$ cat src/pbm_pkg.sv
package pbm_pkg;

	// Blend mode codes; code 7 passes the base value through
	typedef enum logic [2:0] {
		MODE_NORMAL     = 3'd0,
		MODE_MULTIPLY   = 3'd1,
		MODE_SCREEN     = 3'd2,
		MODE_OVERLAY    = 3'd3,
		MODE_DIFFERENCE = 3'd4,
		MODE_LIGHTEN    = 3'd5,
		MODE_DARKEN     = 3'd6
	} pbm_mode_t;

	// Configuration register indexes
	localparam logic [1:0] CFG_BLEND_MODE    = 2'd0;
	localparam logic [1:0] CFG_OPACITY       = 2'd1;
	localparam logic [1:0] CFG_CHANNELS_USED = 2'd2;

	localparam logic [8:0] OPACITY_FULL  = 9'd256;
	localparam logic [2:0] CHANNELS_INIT = 3'd3;

	// Pipeline depth from accepted pixel to result strobe
	localparam int unsigned LATENCY = 6;

	typedef struct packed {
		logic [2:0] blend_mode;
		logic [8:0] opacity;
		logic [2:0] channels_used;
	} pbm_cfg_t;

	typedef struct packed {
		logic [7:0] base_ch0;
		logic [7:0] base_ch1;
		logic [7:0] base_ch2;
		logic [7:0] base_ch3;
		logic [7:0] top_ch0;
		logic [7:0] top_ch1;
		logic [7:0] top_ch2;
		logic [7:0] top_ch3;
	} pbm_in_t;

	typedef struct packed {
		logic [7:0] out_ch0;
		logic [7:0] out_ch1;
		logic [7:0] out_ch2;
		logic [7:0] out_ch3;
	} pbm_out_t;

endpackage

$ cat src/pixel_blend_modes_unit.sv
// Per-channel layer blend (normal, multiply, screen, overlay, difference,
// lighten, darken) with opacity mix, on pixels of up to four 8-bit channels.
// A pixel is taken on every clock where start is high; busy is always low.
// Its result leaves the lane pipeline with done high for exactly one cycle,
// one pixel per clock sustained. The receiver cannot stall the block: there
// is no hold-off on the result side, so each result must be taken in the
// cycle where done is high. Each pixel passes through the six-stage lane
// pipeline: operand select, product, reciprocal multiply for /255, quotient
// correction, opacity products, rounding sum. Write the configuration
// registers only while no pixel is in flight; channels at or above
// channels_used read as zero.
module pixel_blend_modes_unit (
	input  logic             clk,
	input  logic             arst_n,
	input  logic             start,
	output logic             busy,
	input  pbm_pkg::pbm_in_t  layers,
	output logic             done,
	output pbm_pkg::pbm_out_t result,
	input  logic             cfg_valid,
	output logic             cfg_ready,
	input  logic [1:0]       cfg_index,
	input  logic [8:0]       cfg_data
);
	import pbm_pkg::*;

	pbm_cfg_t cfg_q;
	logic [LATENCY-1:0] vld_q;
	logic [3:0] act;

	// configuration registers
	assign cfg_ready = 1'b1;

	always_ff @(posedge clk or negedge arst_n) begin
		if (!arst_n) begin
			cfg_q.blend_mode    <= MODE_NORMAL;
			cfg_q.opacity       <= OPACITY_FULL;
			cfg_q.channels_used <= CHANNELS_INIT;
		end else if (cfg_valid && cfg_ready) begin
			case (cfg_index)
				CFG_BLEND_MODE:    cfg_q.blend_mode    <= cfg_data[2:0];
				CFG_OPACITY:       cfg_q.opacity       <= cfg_data;
				CFG_CHANNELS_USED: cfg_q.channels_used <= cfg_data[2:0];
				default: ;
			endcase
		end
	end

	// valid bits travel alongside the lane stages
	assign busy = 1'b0;

	always_ff @(posedge clk or negedge arst_n) begin
		if (!arst_n) begin
			vld_q <= '0;
		end else begin
			vld_q <= {vld_q[LATENCY-2:0], start && !busy};
		end
	end

	assign done = vld_q[LATENCY-1];

	// channel enables
	always_comb begin
		act[0] = cfg_q.channels_used > 3'd0;
		act[1] = cfg_q.channels_used > 3'd1;
		act[2] = cfg_q.channels_used > 3'd2;
		act[3] = cfg_q.channels_used > 3'd3;
	end

	pbm_lane u_lane0 (
		.clk(clk), .cfg(cfg_q), .act(act[0]),
		.base(layers.base_ch0), .top(layers.top_ch0), .res(result.out_ch0)
	);
	pbm_lane u_lane1 (
		.clk(clk), .cfg(cfg_q), .act(act[1]),
		.base(layers.base_ch1), .top(layers.top_ch1), .res(result.out_ch1)
	);
	pbm_lane u_lane2 (
		.clk(clk), .cfg(cfg_q), .act(act[2]),
		.base(layers.base_ch2), .top(layers.top_ch2), .res(result.out_ch2)
	);
	pbm_lane u_lane3 (
		.clk(clk), .cfg(cfg_q), .act(act[3]),
		.base(layers.base_ch3), .top(layers.top_ch3), .res(result.out_ch3)
	);

	// every result strobe traces back to an earlier transaction
	a_done_has_source: assert property (@(posedge clk) disable iff (!arst_n)
		done |-> $past(start, 6))
		else $error("done without a matching transaction");

	// no accepted transaction is dropped
	a_start_gives_done: assert property (@(posedge clk) disable iff (!arst_n)
		(start && !busy) |-> ##6 done)
		else $error("accepted transaction produced no result");

endmodule

$ cat src/pbm_lane.sv
// One channel of the blend datapath, six register stages
module pbm_lane (
	input  logic            clk,
	input  pbm_pkg::pbm_cfg_t cfg,
	input  logic            act,
	input  logic [7:0]      base,
	input  logic [7:0]      top,
	output logic [7:0]      res
);
	import pbm_pkg::*;

	// stage 1 operand select
	logic [7:0] op_a, op_c, simple;
	logic       dbl, inv, usep;

	logic [7:0] a_s1, c_s1, b_s1, simple_s1;
	logic       dbl_s1, inv_s1, usep_s1;

	logic [16:0] x_s2;
	logic [7:0]  b_s2, simple_s2;
	logic        inv_s2, usep_s2;

	logic [16:0] x_s3;
	logic [8:0]  qe_s3;
	logic [7:0]  b_s3, simple_s3;
	logic        inv_s3, usep_s3;

	logic [7:0]  m_s4, b_s4;

	logic [15:0] pa_s5, pb_s5;

	logic [7:0]  res_s6;

	logic [15:0] prod;
	logic [24:0] recip;
	logic [16:0] qe255, rem;
	logic [8:0]  q;
	logic [7:0]  q8, m;
	logic [8:0]  opc;
	logic [16:0] mix_sum;

	always_comb begin
		op_a   = base;
		op_c   = top;
		dbl    = 1'b0;
		inv    = 1'b0;
		usep   = 1'b0;
		simple = base;
		case (cfg.blend_mode)
			MODE_NORMAL: begin
				simple = top;
			end
			MODE_MULTIPLY: begin
				usep = 1'b1;
			end
			MODE_SCREEN: begin
				op_a = ~base;
				op_c = ~top;
				inv  = 1'b1;
				usep = 1'b1;
			end
			MODE_OVERLAY: begin
				usep = 1'b1;
				dbl  = 1'b1;
				if (base[7]) begin
					op_a = ~base;
					op_c = ~top;
					inv  = 1'b1;
				end
			end
			MODE_DIFFERENCE: begin
				simple = (base > top) ? (base - top) : (top - base);
			end
			MODE_LIGHTEN: begin
				simple = (base > top) ? base : top;
			end
			MODE_DARKEN: begin
				simple = (base < top) ? base : top;
			end
			default: begin
				simple = base;
			end
		endcase
	end

	always_ff @(posedge clk) begin
		a_s1      <= op_a;
		c_s1      <= op_c;
		b_s1      <= base;
		simple_s1 <= simple;
		dbl_s1    <= dbl;
		inv_s1    <= inv;
		usep_s1   <= usep;
	end

	// stage 2: product plus rounding bias
	assign prod = a_s1 * c_s1;

	always_ff @(posedge clk) begin
		x_s2      <= (dbl_s1 ? {prod, 1'b0} : {1'b0, prod}) + 17'd127;
		b_s2      <= b_s1;
		simple_s2 <= simple_s1;
		inv_s2    <= inv_s1;
		usep_s2   <= usep_s1;
	end

	// stage 3: quotient estimate x*257/65536, low by at most one
	assign recip = {x_s2, 8'd0} + {8'd0, x_s2};

	always_ff @(posedge clk) begin
		x_s3      <= x_s2;
		qe_s3     <= recip[24:16];
		b_s3      <= b_s2;
		simple_s3 <= simple_s2;
		inv_s3    <= inv_s2;
		usep_s3   <= usep_s2;
	end

	// stage 4: one correction step, then invert for screen-type forms or take the simple result
	always_comb begin
		qe255 = {qe_s3, 8'd0} - {8'd0, qe_s3};
		rem   = x_s3 - qe255;
		q     = qe_s3 + {8'd0, (rem >= 17'd255)};
		q8    = q[7:0];
		m     = usep_s3 ? (inv_s3 ? (8'd255 - q8) : q8) : simple_s3;
	end

	always_ff @(posedge clk) begin
		m_s4 <= m;
		b_s4 <= b_s3;
	end

	// stage 5: opacity weights; full opacity and above reduce to m*256
	assign opc = OPACITY_FULL - cfg.opacity;

	always_ff @(posedge clk) begin
		if (!cfg.opacity[8]) begin
			pa_s5 <= b_s4 * opc[8:0];
			pb_s5 <= m_s4 * cfg.opacity[7:0];
		end else begin
			pa_s5 <= {m_s4, 8'd0};
			pb_s5 <= '0;
		end
	end

	// stage 6: round half up and mask inactive channel
	assign mix_sum = {1'b0, pa_s5} + {1'b0, pb_s5} + 17'd128;

	always_ff @(posedge clk) begin
		res_s6 <= act ? mix_sum[15:8] : 8'd0;
	end

	assign res = res_s6;

endmodule

$ cat config.mk
export PLATFORM = sky130hd
export DESIGN_NAME = pixel_blend_modes_unit
export DESIGN_NICKNAME = d
export VERILOG_FILES = /design/src/pbm_pkg.sv /design/src/pixel_blend_modes_unit.sv /design/src/pbm_lane.sv
export SDC_FILE = /design/constraint.sdc
export NUM_CORES = 2
export LEC_CHECK = 0
export ABC_AREA = 1
export ABC_CLOCK_PERIOD_IN_PS = 9400
export BUFFER_PORTS_ARGS = -buffer_cell sky130_fd_sc_hd__buf_2
export CAP_MARGIN = 5
export CELL_PAD_IN_SITES_DETAIL_PLACEMENT = 2
export CELL_PAD_IN_SITES_GLOBAL_PLACEMENT = 2
export CORE_MARGIN = 2
export CORE_UTILIZATION = 25
export CTS_BUF_LIST = sky130_fd_sc_hd__clkbuf_2
export DETAILED_ROUTE_END_ITERATION = 7
export GPL_ROUTABILITY_DRIVEN = 0
export HOLD_SLACK_MARGIN = 0.03
export PLACE_DENSITY = 0.58
export SYNTH_ARGS = -nofsm -noshare
export SYNTH_HDL_FRONTEND = slang
export SYNTH_HIERARCHICAL = 1
export SYNTH_SLANG_ARGS = --single-unit
$ cat constraint.sdc
create_clock -name clk -period 9.4 [get_ports clk]
set_input_delay 0.47 -clock clk [delete_from_list [all_inputs] [get_ports clk]]
set_output_delay 0.47 -clock clk [all_outputs]
set_load 0.02 [all_outputs]
* After elaboration in Yosys (flattened, before gate mapping)
Index checks and enable logic that the tools add are counted.
** Cells by class
- Bitwise logic cells :: 8
- Multiplexer cells :: 58
- $add $sub $neg :: 41
- Reductions and logical operators :: 6
- Equality and inequality tests :: 8
- Order comparisons :: 16
- Multipliers :: 12
** Operators by type and width (number)
- two-way mux 8 bit :: 28
- multiplier 8 x 8 -> 16 bit :: 8
- case mux 8 bit (2 select lines) :: 8
- case mux 8 bit (4 select lines) :: 4
- adder 25 x 17 -> 25 bit :: 4
- adder 17 x 7 -> 17 bit, second input constant :: 4
- greater-or-equal comparator 17 x 8 -> 1 bit, second input constant :: 4
- two-way mux 17 bit :: 4
- subtractor 17 bit :: 4
- subtractor 17 x 9 -> 17 bit :: 4
- adder 16 bit :: 4
- adder 16 x 8 -> 16 bit, second input constant :: 4
- multiplier 8 x 9 -> 16 bit :: 4
- two-way mux 16 bit :: 4
- inverter 8 bit :: 8
- subtractor 8 bit :: 8
- adder 8 x 1 -> 8 bit :: 4
- > comparator 8 bit :: 4
- less-than comparator 8 bit :: 4
- subtractor 8 bit, first input constant :: 4
- == test 3 bit, second input constant :: 3
- subtractor 9 bit, first input constant :: 1
- case mux 1 bit (2 select lines) :: 4
- == test 3 x 2 -> 1 bit, second input constant :: 2
- 10 further kinds :: 19
** Storage, ports and cells
- Register bits after elaboration :: 689
- Word-level logic and storage cells :: 237
- Output and inout port bits :: 35
- Input bits :: 79

* Longest topological paths before layout
- Word-level depth :: 7
- Gate-level depth with buffers :: 29
- Gate-level depth less buffers :: 28

* Cells and area by module
The synthesis kept the hierarchy.
** By module, submodules not included
- pbm_lane (u_lane1) :: instances 1, sequential area each 3403.3 um^2, cells an instance 2047, area an instance 15159.5 um^2
- pbm_lane (u_lane0) :: instances 1, sequential area each 3403.3 um^2, cells an instance 2045, area an instance 15154.5 um^2
- pbm_lane (u_lane3) :: instances 1, sequential area each 3403.3 um^2, cells an instance 2004, area an instance 15029.4 um^2
- pbm_lane (u_lane2) :: instances 1, sequential area each 3403.3 um^2, cells an instance 1990, area an instance 14969.4 um^2
- pixel_blend_modes_unit :: instances 1, sequential area each 529.3 um^2, cells an instance 85, area an instance 843.3 um^2

* Worst setup path before layout
Ideal clock, no wire load.
- Path type :: flip-flop to flip-flop
- Start point :: register cfg_q[4] (netlist name)
- End point :: register u_lane0.pa_s5[13]
- Slack :: 4.316 ns
- Arrival :: 4.970 ns
- Path buffers :: 1
- Stages on the path, launching flop included :: 27
- Setup time :: 0.114 ns
- Required time :: 9.286 ns
- Clock period less this slack :: 5.084 ns
- Cell sequence :: dfrtp_1 -> clkbuf_1 -> inv_1 -> ha_1 -> nor3b_1 -> nand2_1 -> nor2_1 -> nand3_1 -> inv_1 -> nand2_1 -> nand2_1 -> nand2_1 -> fa_1 -> inv_1 -> fa_1 -> fa_1 -> inv_1 -> fa_1 -> inv_1 -> ha_1 -> a21oi_1 -> o21ai_0 -> a21oi_1 -> o21bai_1 -> or2_2 -> nand3_1 -> nand2_1
** Between the ends
- Cells in the longest elaborated chain, start to end :: 3
** Ends and longest elaborated chain
- from (decl) :: line pixel_blend_modes_unit.sv:27 : pbm_cfg_t cfg_q;
- subtractor 9 bit :: line pbm_lane.sv:134 : assign opc = OPACITY_FULL - cfg.opacity;
- multiplier 8 x 9 -> 16 bit :: line pbm_lane.sv:138 : pa_s5 <= b_s4 * opc[8:0];
- two-way mux 16 bit :: line pbm_lane.sv:137 : if (!cfg.opacity[8]) begin
- to (signal assigned) :: line pbm_lane.sv:138
- to (signal assigned) :: line pbm_lane.sv:141 : pa_s5 <= {m_s4, 8'd0};
- to (decl) :: line pbm_lane.sv:30 : logic [15:0] pa_s5, pb_s5;
Every way passes these cells.
A chain may end at the register's enable or synchronous reset.

* Worst setup path in the final report
- Start point :: register cfg_q[3] (netlist name)
- End point :: register u_lane2.pa_s5[13]
** Between the ends
- Cells in the longest elaborated chain, start to end :: 3
** Ends and longest elaborated chain (line)
- subtractor 9 bit :: pbm_lane.sv:134
- multiplier 8 x 9 -> 16 bit :: pbm_lane.sv:138
- two-way mux 16 bit :: pbm_lane.sv:137
- to (signal assigned) :: pbm_lane.sv:138
- to (signal assigned) :: pbm_lane.sv:141
- to (decl) :: pbm_lane.sv:30
Every way passes these cells.

==> results.ini <==
[setup_path]
cp.required_ns=11.05
cp-end-kind=flop
critPathLaunchType=flop
cp_max_fo=28
crit_arrival_ns=7.74
crit_type=flop to flop

[global_route]
grt_overflow=0
antenna_found_initial=23
grt_pass1_wl_um=329900
grt_usage=0.1656
grt_max_degree=43
grt_pass1_vias=59430

[clock_network]
cts_buffer_depth=3
cts_num_sinks=701
clock_latency_ns=1.79
cts_buffers=201
htreeDepth=4
post_cts_resized=0
cts_tree=done
cts_root_buffer=clkbuf_2
clk_pin_slew_ns=0.10

[route]
routedWlPerCell_um=17.06
first_pass_iters=5
drc=0
vias_per_cell=4.398
dr_total_vias=52580
ant_nets=0
drt-initial-drc-count=1726
routed_wl_um=204000

[min_path]
hp-class=flop to flop

[sta]
skew_ns=0.1975
holdWs_ns=0.2909
rsz0062_at_grt=no
slew_violations=0
period_share=0.6483
setup_tns_ns=0
fmax_mhz=164.1
slew_headroom=0.1740
tightestPinTransition_ns=1.239
period_minus_slack_ns=6.094
finalHoldViolCount=0
finalSetupViolations=0

[yosys]
synthTopCellsByArea=dfxtp_1 22%, ha_1 16%, fa_1 15%
synth_top_area_cell=dfxtp_1
synth_warnings=6
ys.flop_type=dfxtp_1
ys_types=69
netlist_area_um2=61160
avgSynthCellArea_um2=7.485
synth_enable_flop_cells=0
synth_nets=9478
yosysTopAreaCellShare=0.2226
synth_cells=8171
seq_area_frac_synth=0.2312
ys_ff_latch=701
async_flop_share=0.02996

[die]
rows=181
die_area_um2=248600
io_pins=114
die_w_um=498.6
initial_core_util=0.2514
fp.dieH_um=498.6
fp.coreArea_um2=243200

[layout]
area_delta_synth_final_pct=14.20
fin_nets=9892
drive_gt1_frac=0.07328
fin_area_um2=69840
layout.cells.non_filler=11960

[placed_design]
place_inst=11300
portBuffers=111
dpl_cell_area_um2=64930
dp_hpwl_um=167700

[run]
maxCapViolations=0

[outcome]
status=finished clean

[path summary, 6_finish.rpt]
path,start,slack [ns],endpoint,depth (start not counted)
min,u_lane1/simple_s2[5],0.29,u_lane1/simple_s3[5],0
max reg2reg,cfg_q[3],3.31,u_lane2/pa_s5[13],25
min in group asynchronous,arst_n,0.86,vld_q[0],6
max,cfg_q[3],3.31,u_lane2/pa_s5[13],25
max in group asynchronous,arst_n,8.19,cfg_q[0],6
min reg2reg,u_lane1/simple_s2[5],0.29,u_lane1/simple_s3[5],0
[registers in the layout, summed over array words and instances, names as in the netlist, 17 cells and up]
signal        cells
u_lane1/x_s2     17
u_lane1/x_s3     17
u_lane3/x_s3     17
u_lane0/x_s3     17
u_lane2/x_s3     17
u_lane2/x_s2     17
u_lane0/x_s2     17
u_lane3/x_s2     17
[stage by stage]
| stage | worst slack, ns | util |
|---|---|---|
| 2_1_floorplan | 4.316 | - |
| 3_3_place_gp | 3.403 | 0.2669 |
| 3_5_place_dp | 3.320 | 0.2669 |
| 4_1_cts | 3.239 | 0.2871 |
| 5_1_grt | 2.822 | 0.2871 |
| 6_report | 3.306 | 0.2871 |
[cell families (layout without fill, tap and decap cells)]
kind of cell / Yosys count / after routing / synth area share
AO/OA/AOI/OAI: 807 / 807 / 0.07392
flip-flops: 701 / 701 / 0.2312
buffers and inverters: 2033 / 2609 / 0.1279
AND/OR/NAND/NOR: 3115 / 3115 / 0.2171
other: 2 / 8 / 0.0001228
adder cells (fa/ha/maj): 1228 / 1228 / 0.3082
XOR/XNOR: 285 / 285 / 0.04149
[synth_stat cells (3+ instances only)]
library cell	n
a211oi_1	7
a21boi_0	10
a21o_1	15
a21oi_1	355
a21oi_2	4
a31oi_1	20
buf_2	32
buf_4	9
buf_6	12
clkbuf_1	152
dfrtp_1	18
dfstp_2	3
dfxtp_1	680
fa_1	464
ha_1	764
inv_1	1805
inv_2	18
nand2_1	1887
nand2_2	42
nand3_1	413
nand3_2	17
nand3b_1	12
nand3b_2	4
nand4_1	110
nand4_2	3
nor2_1	484
nor2_2	20
nor2_4	12
nor3_1	61
nor3_2	8
o2111ai_1	4
o211ai_1	28
o21a_1	19
o21ai_0	258
o21ai_1	19
o21ai_2	7
o21ai_4	3
o21bai_1	36
o22ai_1	5
o31ai_1	10
or2_2	23
xnor2_1	83
xor2_1	198
xor2_2	3
[cells in the final DEF, fill, tap and decap left out, drive strengths merged, types with 4 or more instances in the layout]
cell type    synthesis  layout
a211oi               7       7
a21boi              12      12
a21o                15      15
a21oi              359     359
a31oi               20      20
buf                 55     133
bufinv               0       7
clkbuf             153     270
clkinv               0      78
dfrtp               18      18
dfxtp              680     680
diode                0       6
dlygate4sd3          0     286
fa                 464     464
ha                 764     764
inv               1825    1835
nand2             1931    1931
nand3              431     431
nand3b              18      18
nand4              114     114
nor2               516     516
nor3                70      70
nor3b                4       4
o2111ai              4       4
o211ai              28      28
o21a                19      19
o21ai              287     287
o21bai              36      36
o22ai                5       5
o31ai               12      12
or2                 25      25
xnor2               83      83
xor2               202     202
[what timing repair did]
action	in CTS	in global routing
hold buffers	287	0
endpoints found under the hold margin	169	0
setup buffers	0	0
[critical path, stage by stage (launching register included)]
cell and delay [ns]:
dfrtp_2 0.87, buf_4 0.37, inv_1 0.10, ha_1 0.23
nor3b_2 0.18, nand3_1 0.14, nor2_1 0.06, nand2_1 0.09
nand2_1 0.14, inv_1 0.16, nand2_1 0.10, fa_1 0.55
inv_1 0.06, fa_1 0.49, fa_1 0.49, inv_1 0.05
fa_1 0.47, inv_1 0.04, ha_1 0.34, a21oi_1 0.15
o21ai_0 0.15, a21oi_1 0.23, o21bai_1 0.11, or2_2 0.28
nand3_1 0.07, nand2_1 0.05
[routing by layer]
| layer | global-route usage | wire (um) |
|---|---|---|
| met5 | 0 | 63 |
| met2 | 0.2869 | 97910 |
| met1 | 0.2197 | 98440 |
| met3 | 0.02009 | 4709 |
| met4 | 0.03386 | 2883 |
[final cells by class]
| class | instances | area (um2) |
|---|---|---|
| timing repair buffer | 419 | 3596 |
| sequential | 701 | 14160 |
| clock buffer | 270 | 1351 |
| multi-input combinational | 5437 | 39190 |
| clock inverter | 95 | 665.6 |
| antenna | 6 | 15.01 |
| fill | 28790 | 173400 |
| tap | 3202 | 4006 |
| inverter | 1825 | 6860 |
Power is left out: the tool's default activity adds up to more than one toggle a clock period on the data nets, which glitch-free logic cannot reach.
